==> src/hdl/bpt_pkg.sv <==
`timescale 1ns / 1ps
`default_nettype none

package bpt_pkg;

  // Request operation codes.
  localparam logic [2:0] OP_GET        = 3'd0;
  localparam logic [2:0] OP_GET_PIN    = 3'd1;
  localparam logic [2:0] OP_ANON       = 3'd2;
  localparam logic [2:0] OP_ANON_PIN   = 3'd3;
  localparam logic [2:0] OP_UNPIN      = 3'd4;
  localparam logic [2:0] OP_MARK_DIRTY = 3'd5;

  // Response status codes.
  localparam logic [2:0] ST_HIT     = 3'd0;
  localparam logic [2:0] ST_FILLED  = 3'd1;
  localparam logic [2:0] ST_EVICTED = 3'd2;
  localparam logic [2:0] ST_FAILED  = 3'd3;
  localparam logic [2:0] ST_SLOT_OP = 3'd4;

  localparam logic [6:0]  VICTIM_LIMIT     = 7'd100;
  localparam logic [6:0]  USES_MAX         = 7'd127;
  localparam logic [31:0] ANON_PAGE        = 32'hFFFF_FFFF;
  localparam logic [4:0]  POOL_PAGES_RESET = 5'd16;

  typedef struct packed {
    logic [2:0]  operation;
    logic [7:0]  table_id;
    logic [31:0] page_index;
    logic [3:0]  slot_sel;
  } req_t;

  typedef struct packed {
    logic [2:0]  status;
    logic [3:0]  slot;
    logic        writeback_valid;
    logic [7:0]  wb_table_id;
    logic        wb_anonymous;
    logic [31:0] wb_page_index;
  } rsp_t;

  // One page table entry as held in the entry memory.
  typedef struct packed {
    logic [7:0]  table_id;
    logic [31:0] page_index;
    logic        anon;
    logic        pinned;
    logic        dirty;
    logic [6:0]  uses;
  } entry_t;

endpackage

`default_nettype wire

==> src/hdl/bpt_entry_ram.sv <==
`timescale 1ns / 1ps
`default_nettype none

module bpt_entry_ram
  import bpt_pkg::*;
#(
  parameter int DEPTH = 16,
  parameter int AW    = 4
) (
  input  wire logic          clk,
  input  wire logic          wr_en,
  input  wire logic [AW-1:0] wr_addr,
  input  wire entry_t        wr_data,
  input  wire logic          rd_en,
  input  wire logic [AW-1:0] rd_addr,
  output entry_t             rd_data
);

  entry_t mem [DEPTH];

  always_ff @(posedge clk) begin
    if (wr_en) begin
      mem[wr_addr] <= wr_data;
    end
    if (rd_en) begin
      rd_data <= mem[rd_addr];
    end
  end

endmodule

`default_nettype wire

==> src/hdl/bpt_seq.sv <==
`timescale 1ns / 1ps
`default_nettype none

module bpt_seq
  import bpt_pkg::*;
#(
  parameter int SLOTS = 16
) (
  input  wire logic                       clk,
  input  wire logic                       rst,
  input  wire logic                       in_valid,
  output logic                            in_ready,
  input  wire req_t                       in_data,
  input  wire logic [$clog2(SLOTS+1)-1:0] cap,
  input  wire logic                       out_free,
  output logic                            done,
  output rsp_t                            rsp
);

  localparam int IW   = (SLOTS > 1) ? $clog2(SLOTS) : 1;
  localparam int CW   = $clog2(SLOTS + 1);
  localparam int CMPW = (CW > 5) ? CW : 5;

  typedef enum logic [2:0] {
    S_IDLE, S_SLOTOP, S_HSCAN, S_MISS, S_VSCAN, S_VEND, S_FINISH
  } state_t;

  state_t          state;
  req_t            req;
  logic [CW-1:0]   filled;
  logic [CW-1:0]   issue_cnt;
  logic            rd_vld;
  logic            rd_last;
  logic [IW-1:0]   rd_idx;
  logic [6:0]      best;
  logic [IW-1:0]   victim;
  logic            found;
  entry_t          vic_ent;

  logic            ram_we;
  logic [IW-1:0]   ram_waddr;
  entry_t          ram_wdata;
  logic            ram_re;
  logic [IW-1:0]   ram_raddr;
  entry_t          ram_rdata;

  logic            issue;
  logic            hit;
  logic            scan_end;
  logic            in_sel_ok;
  logic            req_anon;
  logic            req_pin;
  entry_t          upd;
  entry_t          new_ent;

  bpt_entry_ram #(
    .DEPTH (SLOTS),
    .AW    (IW)
  ) u_ram (
    .clk     (clk),
    .wr_en   (ram_we),
    .wr_addr (ram_waddr),
    .wr_data (ram_wdata),
    .rd_en   (ram_re),
    .rd_addr (ram_raddr),
    .rd_data (ram_rdata)
  );

  always_comb begin
    req_anon  = req.operation[1];
    req_pin   = req.operation[0];
    issue     = (issue_cnt < filled);
    hit       = rd_vld && !ram_rdata.anon && (ram_rdata.table_id == req.table_id) &&
                (ram_rdata.page_index == req.page_index);
    scan_end  = (rd_vld && rd_last) || (filled == '0);
    in_sel_ok = (CMPW'(in_data.slot_sel) < CMPW'(filled));
    in_ready  = (state == S_IDLE);
    done      = (state == S_FINISH) && out_free;

    new_ent.table_id   = req_anon ? 8'd0 : req.table_id;
    new_ent.page_index = req_anon ? ANON_PAGE : req.page_index;
    new_ent.anon       = req_anon;
    new_ent.pinned     = req_pin;
    new_ent.dirty      = 1'b0;
    new_ent.uses       = 7'd1;

    upd = ram_rdata;

    ram_re    = 1'b0;
    ram_raddr = issue_cnt[IW-1:0];
    ram_we    = 1'b0;
    ram_waddr = rd_idx;
    ram_wdata = new_ent;

    unique case (state)
      S_IDLE: begin
        ram_raddr = IW'(in_data.slot_sel);
        ram_re    = in_valid && in_sel_ok &&
                    ((in_data.operation == OP_UNPIN) || (in_data.operation == OP_MARK_DIRTY));
      end
      S_SLOTOP: begin
        if (req.operation == OP_UNPIN) begin
          upd.pinned = 1'b0;
        end else begin
          upd.dirty = 1'b1;
        end
        ram_we    = 1'b1;
        ram_waddr = IW'(req.slot_sel);
        ram_wdata = upd;
      end
      S_HSCAN: begin
        ram_re = issue;
        if (ram_rdata.uses != USES_MAX) begin
          upd.uses = ram_rdata.uses + 7'd1;
        end
        upd.pinned = ram_rdata.pinned | req_pin;
        ram_we     = hit;
        ram_wdata  = upd;
      end
      S_MISS: begin
        ram_we    = (filled < cap);
        ram_waddr = filled[IW-1:0];
      end
      S_VSCAN: begin
        ram_re = issue;
      end
      S_VEND: begin
        ram_we    = found;
        ram_waddr = victim;
      end
      S_FINISH: begin
      end
      default: begin
      end
    endcase
  end

  always_ff @(posedge clk) begin
    if (rst) begin
      state  <= S_IDLE;
      filled <= '0;
      rd_vld <= 1'b0;
    end else begin
      // Read pipeline shared by both scans: one entry issued per cycle.
      if ((state == S_HSCAN) || (state == S_VSCAN)) begin
        if (issue) begin
          issue_cnt <= issue_cnt + CW'(1);
          rd_idx    <= issue_cnt[IW-1:0];
          rd_last   <= (CW'(issue_cnt + CW'(1)) == filled);
        end
        rd_vld <= issue;
      end else begin
        rd_vld    <= 1'b0;
        issue_cnt <= '0;
      end

      unique case (state)
        S_IDLE: begin
          if (in_valid) begin
            req                 <= in_data;
            rsp.writeback_valid <= 1'b0;
            rsp.wb_table_id     <= '0;
            rsp.wb_anonymous    <= 1'b0;
            rsp.wb_page_index   <= '0;
            priority if ((in_data.operation == OP_UNPIN) ||
                         (in_data.operation == OP_MARK_DIRTY)) begin
              rsp.status <= ST_SLOT_OP;
              rsp.slot   <= in_data.slot_sel;
              state      <= in_sel_ok ? S_SLOTOP : S_FINISH;
            end else if (in_data.operation[2]) begin
              rsp.status <= ST_SLOT_OP;
              rsp.slot   <= '0;
              state      <= S_FINISH;
            end else if (in_data.operation[1]) begin
              rsp.status <= ST_HIT;
              rsp.slot   <= '0;
              state      <= S_MISS;
            end else begin
              rsp.status <= ST_HIT;
              rsp.slot   <= '0;
              state      <= S_HSCAN;
            end
          end
        end
        S_SLOTOP: begin
          state <= S_FINISH;
        end
        S_HSCAN: begin
          if (hit) begin
            rsp.status <= ST_HIT;
            rsp.slot   <= 4'(rd_idx);
            state      <= S_FINISH;
          end else if (scan_end) begin
            state <= S_MISS;
          end
        end
        S_MISS: begin
          if (filled < cap) begin
            filled     <= filled + CW'(1);
            rsp.status <= ST_FILLED;
            rsp.slot   <= 4'(filled);
            state      <= S_FINISH;
          end else begin
            best   <= VICTIM_LIMIT;
            found  <= 1'b0;
            victim <= '0;
            state  <= S_VSCAN;
          end
        end
        S_VSCAN: begin
          if (rd_vld && !ram_rdata.pinned && (ram_rdata.uses <= best)) begin
            best    <= ram_rdata.uses;
            victim  <= rd_idx;
            found   <= 1'b1;
            vic_ent <= ram_rdata;
          end
          if (scan_end) begin
            state <= S_VEND;
          end
        end
        S_VEND: begin
          if (found) begin
            rsp.status <= ST_EVICTED;
            rsp.slot   <= 4'(victim);
            if (vic_ent.dirty) begin
              rsp.writeback_valid <= 1'b1;
              rsp.wb_table_id     <= vic_ent.table_id;
              rsp.wb_anonymous    <= vic_ent.anon;
              rsp.wb_page_index   <= vic_ent.page_index;
            end
          end else begin
            rsp.status <= ST_FAILED;
          end
          state <= S_FINISH;
        end
        S_FINISH: begin
          if (out_free) begin
            state <= S_IDLE;
          end
        end
        default: begin
          state <= S_IDLE;
        end
      endcase
    end
  end

`ifndef SYNTH
  a_accept_leaves_idle: assert property (@(posedge clk) disable iff (rst)
    (in_valid && in_ready) |=> (state != S_IDLE))
    else $error("request accepted but sequencer stayed idle");

  a_fill_only_on_miss: assert property (@(posedge clk) disable iff (rst)
    (filled != $past(filled)) |-> ($past(state) == S_MISS))
    else $error("fill count changed outside miss handling");

  a_no_write_when_idle: assert property (@(posedge clk) disable iff (rst)
    ram_we |-> (state != S_IDLE) && (state != S_FINISH))
    else $error("entry memory written while no request in progress");

  a_done_needs_room: assert property (@(posedge clk) disable iff (rst)
    done |=> (state == S_IDLE))
    else $error("response issued without returning to idle");
`endif

endmodule

`default_nettype wire

==> src/hdl/buffer_pool_page_table_unit.sv <==
// A slot operation acts only on the slot it names; a named request scans the filled slots
// in order and stops at a hit; a miss with free room fills the next free slot.
// A named miss on a full pool runs two read passes through the single read port of the
// entry memory, the hit scan and then the victim scan; an anonymous one runs the second only.
// Throughput: one request at a time; the next is taken once the response is registered.
// Reset: synchronous; empties the pool and sets pool_pages to 16. Entries are not cleared.
`timescale 1ns / 1ps
`default_nettype none

module buffer_pool_page_table_unit
  import bpt_pkg::*;
#(
  parameter int SLOTS = 16
) (
  input  wire logic       clk,
  input  wire logic       rst,
  input  wire logic       in_valid,
  output logic            in_ready,
  input  wire req_t       in_data,
  output logic            out_valid,
  input  wire logic       out_ready,
  output rsp_t            out_data,
  input  wire logic       cfg_we,
  input  wire logic [4:0] cfg_wdata
);

  localparam int CW   = $clog2(SLOTS + 1);
  localparam int CMPW = (CW > 5) ? CW : 5;

  // Number of pool slots that may be used, as written through the configuration port.
  logic [4:0]    pool_pages;
  // Effective capacity: the smaller of the register and the physical slot count.
  logic [CW-1:0] cap;
  logic          out_free;
  logic          seq_done;
  rsp_t          seq_rsp;

  always_ff @(posedge clk) begin
    if (rst) begin
      pool_pages <= POOL_PAGES_RESET;
    end else if (cfg_we) begin
      pool_pages <= cfg_wdata;
    end
  end

  always_comb begin
    if (CMPW'(pool_pages) < CMPW'(SLOTS)) begin
      cap = CW'(pool_pages);
    end else begin
      cap = CW'(SLOTS);
    end
  end

  // The output register is free when empty or when its response leaves this cycle, so the
  // sequencer can hand over a new response while the previous one is being taken.
  assign out_free = !out_valid || out_ready;

  // The sequencer owns the entry memory and walks each request through its scans.
  bpt_seq #(
    .SLOTS (SLOTS)
  ) u_seq (
    .clk      (clk),
    .rst      (rst),
    .in_valid (in_valid),
    .in_ready (in_ready),
    .in_data  (in_data),
    .cap      (cap),
    .out_free (out_free),
    .done     (seq_done),
    .rsp      (seq_rsp)
  );

  // Response register between the sequencer and the output channel.
  always_ff @(posedge clk) begin
    if (rst) begin
      out_valid <= 1'b0;
    end else if (seq_done) begin
      out_valid <= 1'b1;
    end else if (out_ready) begin
      out_valid <= 1'b0;
    end
  end

  always_ff @(posedge clk) begin
    if (seq_done) begin
      out_data <= seq_rsp;
    end
  end

`ifndef SYNTH
  a_no_overwrite: assert property (@(posedge clk) disable iff (rst)
    (out_valid && !out_ready) |-> !seq_done)
    else $error("pending response overwritten");

  a_accept_empties_pipe: assert property (@(posedge clk) disable iff (rst)
    (in_valid && in_ready) |=> !in_ready)
    else $error("second request taken while one is in progress");

  a_resp_status_legal: assert property (@(posedge clk) disable iff (rst)
    out_valid |-> (out_data.status == ST_HIT) || (out_data.status == ST_FILLED) ||
                  (out_data.status == ST_EVICTED) || (out_data.status == ST_FAILED) ||
                  (out_data.status == ST_SLOT_OP))
    else $error("response carries an undefined status");
`endif

endmodule

`default_nettype wire

==> config.mk <==
export PLATFORM = sky130hd
export DESIGN_NAME = buffer_pool_page_table_unit
export DESIGN_NICKNAME = d
export VERILOG_FILES = /design/src/hdl/bpt_pkg.sv /design/src/hdl/bpt_entry_ram.sv /design/src/hdl/bpt_seq.sv /design/src/hdl/buffer_pool_page_table_unit.sv
export SDC_FILE = /design/constraint.sdc
export NUM_CORES = 1
export LEC_CHECK = 0
export BUFFER_PORTS_ARGS = -buffer_cell sky130_fd_sc_hd__buf_2
export CAP_MARGIN = 20
export CORE_MARGIN = 3
export CORE_UTILIZATION = 30
export DETAILED_ROUTE_END_ITERATION = 7
export PLACE_DENSITY = 0.47
export SYNTH_ARGS = -nofsm -noshare
export SYNTH_HDL_FRONTEND = slang
export SYNTH_SLANG_ARGS = --single-unit
==> constraint.sdc <==
create_clock -name clk -period 14.8 [get_ports clk]
set_input_delay 2.96 -clock clk [delete_from_list [all_inputs] [get_ports clk]]
set_output_delay 2.96 -clock clk [all_outputs]
set_load 0.05 [all_outputs]
==> results.yml <==
routing:
  drtIter0Drc: 1741
  dr.pass1.iters: 5
  vias_per_cell: 4.933
  via_count: 20920
  ant_nets: 0
  drc: 0
  drt-total-wl_mm: 110.0
  wl_per_cell_um: 25.93
grt:
  grt_pass1_vias: 22200
  antenna_found_initial: 5
  gr-total-overflow: 0
  grt_pass1_wl_mm: 158.1
  grt_util_all_layers: 0.1536
  grt_max_degree: 143
worst_setup_path:
  start_kind: "input port"
  endpoint_kind: "flop"
  crit_required_ns: 15.11
  crit_arrival_ns: 5.85
  crit_fanout: 36
  startpoint: "in_data[1]"
  worstReg2RegStart: "u_seq.req[7]$_DFFE_PP_"
  worstSetupPathType: "in2reg"
synthesis:
  synth-seq-cells: 1074
  synthTopCellsByCount: "edfxtp_1, mux4_2, nand2_1, and2_1, nor2_1"
  synth-seq-area-share: 0.7719
  synth.most_common_cell: "edfxtp_1"
  syn-num-nets: 2245
  ys_types: 51
  ys_top_cells_by_area: "edfxtp_1, mux4_2, nand2_1, and2_1, xnor2_1"
  ys.flop_type: "edfxtp_1"
  synth_top_cell_area_share: 0.7647
  syn_area_per_cell_sq_um: 19.21
  yosys_warnings: 0
  synth_area_sq_mm: 0.04159
  synthArstFlopShare: 0
  synth_largest_area_cell: "edfxtp_1"
  synth_edf_count: 1059
  synth_cells: 2165
power:
  p_per_area_mw_per_mm2: 215.8
  leakagePower_nw: 15.41
  irDropWorstVdd_mv: 0.2010
  power_mw: 10.44
sta:
  fmax_mhz: 180.6
  fin_ws_ns: 9.264
  worst_slew_pin_slew_ns: 1.090
  relSlewSlack: 0.2735
  rsz0062_at_grt: "false"
  slew_violations: 0
  fin_worst_hold_slack_ns: 0.4173
  setup_viol: 0
  min_period_over_period: 0.3741
  tns_ns: 0
  finalHoldViolations: 0
  skew_ns: 0.05363
  finalCriticalPeriod_ns: 5.536
layout:
  fillCellCount: 12670
  nets: 2450
  diodes: 0
  syn_to_final_growth_pct: 16.35
  layout-drive-gt1-share: 0.2333
placed_design:
  gp_congestion: 0.7720
  port_buffers: 107
  hpwlAfterDp_mm: 57.56
  pre_cts_slack_ns: 8.523
cts:
  clock_latency_ns: 0.74
  cts_buffer_depth: 3
  clock_sinks: 1074
  post_cts_buffers: 0
  cts_hold_buf: 0
  clkSlewWorstSetupHoldPaths_ns: 0.05
  htree_levels: 3
  cts.repair.resized: 0
  cts_root_buffer: "clkbuf_16"
  cts_buffers: 113
  cts_tree: "done"
run:
  max-cap-violations: 0
die:
  die_w_um: 378.3
  die-area_sq_mm: 0.1431
  start_util: 0.3047
  io_pins: 108
  placementRows: 135
  coreArea_sq_mm: 0.1365
  die_h_um: 378.3
worst_hold_path:
  worstHoldStart: "u_seq.rsp[16]$_SDFFCE_PP0P_"
  hp-class: "reg2reg"
run_status:
  outcome: "completed"
## routing by layer
layer | vias up | GRT usage | share of wire
met5 | - | 0 | 0
met4 | 0 | 0.04521 | 0.023
met1 | 11040 | 0.2059 | 0.43
li1 | 9078 | - | -
met2 | 660 | 0.2566 | 0.49
met3 | 144 | 0.02583 | 0.056
## power breakdown
part / internal [mW] / switching [mW] / total (mW)
clock network: 1.57 / 1.18 / 2.75
logic: 1.21 / 2.04 / 3.26
registers: 4.24 / 0.189 / 4.43
total: 7.03 / 3.41 / 10.4
## kinds of logic (layout without fill, tap and decap cells)
| group | count (synthesis) | count (layout) | share of synthesized area |
|---|---|---|---|
| AOI/OAI and AO/OA | 227 | 227 | 0.03496 |
| xor gates and xnor gates | 51 | 51 | 0.01074 |
| adders and majority gates | 23 | 23 | 0.006920 |
| buffers and inverters | 138 | 433 | 0.01492 |
| DFF | 1074 | 1074 | 0.7719 |
| muxes | 210 | 210 | 0.1108 |
| and+or+nand+nor | 442 | 442 | 0.04979 |
## registers in the layout, indices dropped and copies added (netlist names), 7 cells and up
signal / cells
u_seq.vic_ent: 42
out_data: 49
u_seq.u_ram.mem: 800
u_seq.req: 45
u_seq.u_ram.rd_data: 50
u_seq.rsp: 49
u_seq.best: 7
## layout by cell type (no fill, tap or decap), types with 10 or more instances in the layout
master | Yosys | layout
and2_1 | 92 | 92
inv_1 | 31 | 31
a31oi_1 | 53 | 53
and3_1 | 14 | 13
clkinv_1 | 0 | 28
nand3_1 | 13 | 13
buf_2 | 19 | 109
a211oi_1 | 52 | 52
nand2b_1 | 10 | 10
nor2_4 | 0 | 19
mux4_2 | 200 | 200
clkinv_2 | 0 | 11
dfxtp_1 | 15 | 15
buf_4 | 11 | 84
o21ai_0 | 60 | 60
clkbuf_1 | 66 | 33
clkbuf_16 | 0 | 114
a21oi_1 | 24 | 24
edfxtp_1 | 1059 | 1059
xnor2_1 | 48 | 48
nor2_1 | 87 | 68
ha_1 | 23 | 23
nand4_1 | 14 | 14
nand2_1 | 183 | 181
## cell type report
type                       count  area (sq um)  area share
clock inverter                58         616.8     0.01275
inverter                      31         116.4    0.002405
multi-input combinational    953          9104      0.1882
timing repair buffer         197          1242     0.02568
clock buffer                 147          2977     0.06152
sequential                  1074         32100      0.6634
tap                         1781          2228     0.04606
## critical path: stages
cell       delay (ns)
buf_2            0.13
ha_1             0.28
o21ai_0          0.07
a2111oi_0        0.14
a2111oi_0        0.79
nand3_1          0.26
nand2_4          0.40
buf_4            0.74
## worst paths after layout
path,to,slack [ns],cells after the start
max,u_seq.u_ram.rd_data[1]$_DFFE_PP_,9.26,8
min,out_data[16]$_DFFE_PP_,0.42,0
max reg2reg,u_seq.u_ram.mem[3][19]$_DFFE_PP_,9.65,8
min reg2reg,out_data[16]$_DFFE_PP_,0.42,0
## stage by stage
stage / util / cells / cell area, sq um
floorplan: - / 2165 / 41590
global placement: 0.3276 / 4026 / 44710
detailed placement: 0.3277 / 4029 / 44730
CTS: 0.3541 / 4234 / 48320
global route: 0.3545 / 4241 / 48390
finish: 0.3545 / 4241 / 48390
Note: power is estimated with default switching activity, not from simulation.
